### src/hw/rtl/assert_macros.svh
// Assertion macros shared by the slot table RTL.
// Depends on a clock named clk and an active-high reset named rst in scope.
`ifndef ASSERT_MACROS_SVH
`define ASSERT_MACROS_SVH

// Same-cycle implication, checked out of reset
`define ASSERT_IMPLIES(lbl, ante, cons, msg) \
  lbl: assert property (@(posedge clk) disable iff (rst) (ante) |-> (cons)) else $error(msg);

// Next-cycle implication, checked out of reset
`define ASSERT_NEXT(lbl, ante, cons, msg) \
  lbl: assert property (@(posedge clk) disable iff (rst) (ante) |=> (cons)) else $error(msg);

`endif

### src/hw/rtl/grst_pkg.sv
// Package for the generational slot table: sizes, codes, slot word layout
// and the command/status structs between controller and datapath.
`timescale 1ns / 1ps

package grst_pkg;

  localparam int SLOT_COUNT = 256;
  localparam int IDX_W      = $clog2(SLOT_COUNT);
  localparam int IDX_FW     = 12;
  localparam int GEN_W      = 32;
  localparam int REF_W      = 32;
  localparam int SCOPE_W    = 32;
  localparam int KEY_W      = 64;
  localparam int LIVE_W     = 13;
  localparam int TOTAL_W    = 32;
  localparam logic [GEN_W-1:0] GEN_FIRST = 32'd1;

  typedef enum logic [1:0] {
    ACT_LOAD     = 2'd0,
    ACT_RELEASE  = 2'd1,
    ACT_VALIDATE = 2'd2,
    ACT_SCOPE    = 2'd3
  } action_t;

  typedef enum logic [2:0] {
    ST_NEW    = 3'd0,
    ST_SHARED = 3'd1,
    ST_FULL   = 3'd2,
    ST_FAILED = 3'd3,
    ST_STALE  = 3'd4,
    ST_FREED  = 3'd5,
    ST_HELD   = 3'd6,
    ST_DONE   = 3'd7
  } status_t;

  typedef enum logic [3:0] {
    S_IDLE,
    S_DISPATCH,
    S_SCAN_RD,
    S_SCAN_EV,
    S_HND_RD,
    S_HND_EV,
    S_CLM_RD,
    S_CLM_EV,
    S_FIN
  } state_t;

  typedef struct packed {
    logic [KEY_W-1:0]   key;
    logic [SCOPE_W-1:0] scope;
    logic [REF_W-1:0]   refc;
    logic [GEN_W-1:0]   gen;
  } slot_word_t;

  typedef struct packed {
    logic    capture;
    logic    scan_clr;
    logic    scan_inc;
    logic    rd_scan;
    logic    rd_hnd;
    logic    rd_clm;
    logic    ev_scan;
    logic    ev_hnd;
    logic    ev_clm;
    logic    st_en;
    status_t st_code;
    logic    fin;
  } cmd_t;

  typedef struct packed {
    action_t act;
    logic    scope_zero;
    logic    hnd_pre_ok;
    logic    scan_last;
    logic    scan_match;
    logic    free_now;
    logic    load_ok;
    logic    hnd_match;
    logic    out_busy;
  } sts_t;

endpackage

### src/hw/rtl/grst_ctrl.sv
// Controller state machine for the slot table: sequences scans, handle
// checks and claims. Depends on grst_pkg.
`timescale 1ns / 1ps

module grst_ctrl import grst_pkg::*; (
  input  logic clk,
  input  logic rst,
  input  logic s_tvalid,
  output logic s_tready,
  input  sts_t sts,
  output cmd_t cmd
);

  state_t state;
  state_t state_next;

  // Hold state
  always_ff @(posedge clk) begin
    if (rst) begin
      state <= S_IDLE;
    end else begin
      state <= state_next;
    end
  end

  // Next state
  always_comb begin
    state_next = state;
    case (state)
      S_IDLE: begin
        if (s_tvalid) state_next = S_DISPATCH;
      end
      S_DISPATCH: begin
        case (sts.act)
          ACT_LOAD:  state_next = S_SCAN_RD;
          ACT_SCOPE: state_next = sts.scope_zero ? S_FIN : S_SCAN_RD;
          default:   state_next = sts.hnd_pre_ok ? S_HND_RD : S_FIN;
        endcase
      end
      S_SCAN_RD: state_next = S_SCAN_EV;
      S_SCAN_EV: begin
        if (sts.act == ACT_LOAD && sts.scan_match) begin
          state_next = S_FIN;
        end else if (sts.scan_last) begin
          if (sts.act == ACT_LOAD && sts.load_ok && sts.free_now) state_next = S_CLM_RD;
          else state_next = S_FIN;
        end else begin
          state_next = S_SCAN_RD;
        end
      end
      S_HND_RD: state_next = S_HND_EV;
      S_HND_EV: state_next = S_FIN;
      S_CLM_RD: state_next = S_CLM_EV;
      S_CLM_EV: state_next = S_FIN;
      S_FIN: begin
        if (!sts.out_busy) state_next = S_IDLE;
      end
      default: state_next = S_IDLE;
    endcase
  end

  // Outputs
  always_comb begin
    cmd = '0;
    cmd.st_code = ST_STALE;
    s_tready = (state == S_IDLE);
    case (state)
      S_IDLE: cmd.capture = s_tvalid;
      S_DISPATCH: begin
        case (sts.act)
          ACT_LOAD: cmd.scan_clr = 1'b1;
          ACT_SCOPE: begin
            cmd.scan_clr = 1'b1;
            cmd.st_en    = sts.scope_zero;
          end
          default: cmd.st_en = !sts.hnd_pre_ok;
        endcase
      end
      S_SCAN_RD: cmd.rd_scan = 1'b1;
      S_SCAN_EV: begin
        cmd.ev_scan = 1'b1;
        if (!(sts.act == ACT_LOAD && sts.scan_match)) begin
          if (sts.scan_last) begin
            if (sts.act == ACT_SCOPE) begin
              cmd.st_en   = 1'b1;
              cmd.st_code = ST_DONE;
            end else if (!sts.load_ok) begin
              cmd.st_en   = 1'b1;
              cmd.st_code = ST_FAILED;
            end else if (!sts.free_now) begin
              cmd.st_en   = 1'b1;
              cmd.st_code = ST_FULL;
            end
          end else begin
            cmd.scan_inc = 1'b1;
          end
        end
      end
      S_HND_RD: cmd.rd_hnd = 1'b1;
      S_HND_EV: begin
        cmd.ev_hnd = 1'b1;
        if (sts.act == ACT_VALIDATE) begin
          cmd.st_en   = 1'b1;
          cmd.st_code = sts.hnd_match ? ST_DONE : ST_STALE;
        end else begin
          cmd.st_en = !sts.hnd_match;
        end
      end
      S_CLM_RD: cmd.rd_clm = 1'b1;
      S_CLM_EV: cmd.ev_clm = 1'b1;
      S_FIN: cmd.fin = !sts.out_busy;
      default: ;
    endcase
  end

endmodule

### config.mk
export PLATFORM = sky130hd
export DESIGN_NAME = grst_ctrl
export DESIGN_NICKNAME = d
export VERILOG_FILES = /design/src/hw/rtl/assert_macros.svh /design/src/hw/rtl/grst_pkg.sv /design/src/hw/rtl/grst_ctrl.sv
export SDC_FILE = /design/constraint.sdc
export NUM_CORES = 1
export LEC_CHECK = 0
export ABC_AREA = 1
export BUFFER_PORTS_ARGS = -buffer_cell sky130_fd_sc_hd__buf_2
export CAP_MARGIN = 15
export CORE_AREA = 2 2 39 41
export CTS_CLUSTER_SIZE = 20
export DETAILED_ROUTE_END_ITERATION = 7
export DIE_AREA = 0 0 41 43
export PLACE_DENSITY_LB_ADDON = 0.2
export SLEW_MARGIN = 10
export SYNTH_ARGS = -nofsm -noshare
export SYNTH_HDL_FRONTEND = slang
export SYNTH_SLANG_ARGS = --single-unit
### constraint.sdc
create_clock -name clk -period 2.9 [get_ports clk]
set_clock_uncertainty 0.1 [all_clocks]
set_input_delay 0.29 -clock clk [delete_from_list [all_inputs] [get_ports clk]]
set_output_delay 0.29 -clock clk [all_outputs]
set_load 0.005 [all_outputs]
==> flow_summary_export.csv <==
group,metric,value,unit
yosys,postSynthNetCount,104,
route,first_pass_iters,4,
hold_path,min_path_cells,2,
yosys,synth_area_per_cell,5.47,um^2
critical_path,critPathSlowestCell,"dfxtp_1",
clocking,cts_made_buffers,3,
yosys,synthCells,88,
power_and_ir_drop,intPower,0.140,mW
critical_path,cp.required,2510,ps
timing,rsz0062_at_grt,"no",
floorplan,initial_core_util,34.8,%
route,wl_per_cell,7.97,um
floorplan,die_w,41,um
route,drt_iter0_drc,12,
power_and_ir_drop,swShare,34.6,%
place,gp_congestion,0.716,
global_route,antenna_found_initial,0,
critical_path,ff2ff_path_depth,6,
timing,fin_crit,1740,ps
clocking,cts_max_level,1,
cells_and_area,nets,135,
clocking,clockRootBuffer,"clkbuf_4",
place,dp_hpwl,957,um
route,via_count,602,
timing,slew_headroom,83.8,%
place,io_buffers,27,
cells_and_area,layout_common_cells,"buf_2 (27), nand2_1 (23), inv_1 (15), nor2_1 (14), nand3_1 (14)",
floorplan,coreArea,1380,um^2
yosys,synthDistinctLibCells,16,
cells_and_area,largest-register,"state",
power_and_ir_drop,seqPwrFrac,31.4,%
global_route,grt_pass1_wl,1600,um
clocking,cts_resized,0,
yosys,syn_area,482,um^2
clocking,path_clk_slew,40,ps
timing,finalSetupViolCount,0,
yosys,ys_ff_latch,4,
cells_and_area,area_delta_synth_final,34.5,%
cells_and_area,top_regs,"state (4)",
critical_path,cp_top_family,"simple AND/OR/NAND/NOR gates",
floorplan,rows,14,
critical_path,crit_arrival,1350,ps
clocking,cts_setup_buffers,0,
cells_and_area,drive_gt1_share,30.8,%
cells_and_area,largest_register_ffs,4,
route,drcViolationCount,0,
cells_and_area,final_common_cell,"buf_2",
clocking,ctsHoldBuffers,0,
critical_path,cp.depth,7,
run,max-cap-violations,0,
critical_path,cpMostUsedCell,"nor2_4",
global_route,grt-ovfl-total,0,
route,viasPerCell,4.53,
timing,tns,0,ps
hold_path,hold_path_class,"in2reg",
timing,fin_ws,1160,ps
power_and_ir_drop,peakVddDrop,246,uV
global_route,grt_max_degree,9,
yosys,yosysWarnings,0,
timing,final_max_slew_viol_count,0,
power_and_ir_drop,power.net_switching,0.0744,mW
route,antenna_left,0,
place,pre_cts_slack,1230,ps
critical_path,r2r_slack,1690,ps
yosys,seq_area_frac_synth,16.6,%
floorplan,dieArea,1760,um^2
timing,hold_violations,0,
critical_path,crit_path_cell_trace,"nand2_2 -> nor2_4 -> inv_2 -> nor2_4 -> o21ai_1 -> nand3_1 -> buf_2",
timing,worst_slew_pin_slew,243,ps
critical_path,cp_num_buf_inv,2,
cells_and_area,diodes,0,
floorplan,pin_count,28,
route,drt-total-wl,1060,um
clocking,cts_tree,"built",
clocking,cts.sinks,4,
global_route,grt_pass1_vias,471,
critical_path,crit_fanout,6,
critical_path,crit_path_start_kind,"flop",
clocking,cts.path.max_buffers,2,
power_and_ir_drop,power_leakage,0.416,nW
power_and_ir_drop,powerDensity,331,nW/um^2
critical_path,path_class,"reg2out",
timing,period_share,60.1,%
clocking,clock_latency,230,ps
critical_path,cp-end-kind,"primary output",
critical_path,slowest_delay,410,ps
power_and_ir_drop,p_comb_share,37.6,%
global_route,grt_usage,13.1,%
floorplan,fp.dieH,43,um
power_and_ir_drop,p_clk_share,31.0,%
timing,max_freq,0.574,GHz
run_status,status,"complete, no violations",
worst paths after layout:
path                                            start                     to
worst min register to register  state[3]$_SDFFE_PP0P_  state[0]$_SDFFE_PP0P_
worst max-delay path            state[0]$_SDFFE_PP0P_                 cmd[4]
worst min-delay path                              rst  state[2]$_SDFFE_PP0P_
worst max register to register  state[0]$_SDFFE_PP0P_  state[3]$_SDFFE_PP0P_
cells by family after synthesis:
group	share of synthesized area, %
flops	16.6
simple gates	54.3
fa+ha+maj	7.79
buf+inv	15.6
compound gates	5.71
layer usage:
layer  GRT usage [%]  wire (um)  up-vias
met4            4.00          0        0
met5               0          0        -
met1            13.5        456      249
li1                -          -      335
met3            4.71         82        0
met2            22.8        520       18
synthesized netlist by cell type:
master / number / area, um^2
a21oi_1: 1 / 5.00
nor2_4: 2 / 22.5
inv_1: 15 / 56.3
buf_6: 1 / 11.3
nand2_2: 2 / 12.5
o21ai_1: 2 / 10.0
dfxtp_1: 4 / 80.1
o21ai_0: 1 / 5.00
nand3_1: 14 / 70.1
nor3_1: 1 / 5.00
nor2_1: 14 / 52.6
nor4_1: 2 / 12.5
ha_1: 3 / 37.5
nand2_1: 23 / 86.3
o21bai_1: 1 / 7.51
inv_2: 2 / 7.51
power by group through the flow:
stage / Combinational, mW / Clock, mW / Sequential, mW
floorplan: 0.0560 / 0 / 0.0660
global placement: 0.0813 / 0 / 0.0685
detailed placement: 0.0820 / 0 / 0.0684
CTS: 0.0824 / 0.0703 / 0.0675
global route: 0.0927 / 0.0770 / 0.0682
finish: 0.0807 / 0.0666 / 0.0675
worst reg2reg max path: stages (launching register included):
cell and delay, ps:
dfxtp_1 410, nand2_1 120, nor2_1 180, nand3_1 130, nand3_1 110, nand2_1 50, nand2_1 50
cell type report:
type | instances | area, um^2
Inverter | 17 | 63.8
Clock buffer | 3 | 22.5
Fill cell | 174 | 736
Tap cell | 16 | 20.0
Multi-Input combinational cell | 66 | 327
Sequential cell | 4 | 80.1
Timing Repair Buffer | 27 | 135
stage by stage:
stage	total power, mW	cells	utilization (%)	area (um^2)	hold WS (ps)
6_report	0.215	133	46.8	648	166
5_1_grt	0.238	133	46.8	648	155
4_1_cts	0.220	133	46.8	648	154
3_5_place_dp	0.150	130	45.2	626	399
3_3_place_gp	0.150	130	45.2	626	403
2_1_floorplan	0.122	88	-	482	262
No activity file was read; power rests on OpenSTA's default activity.
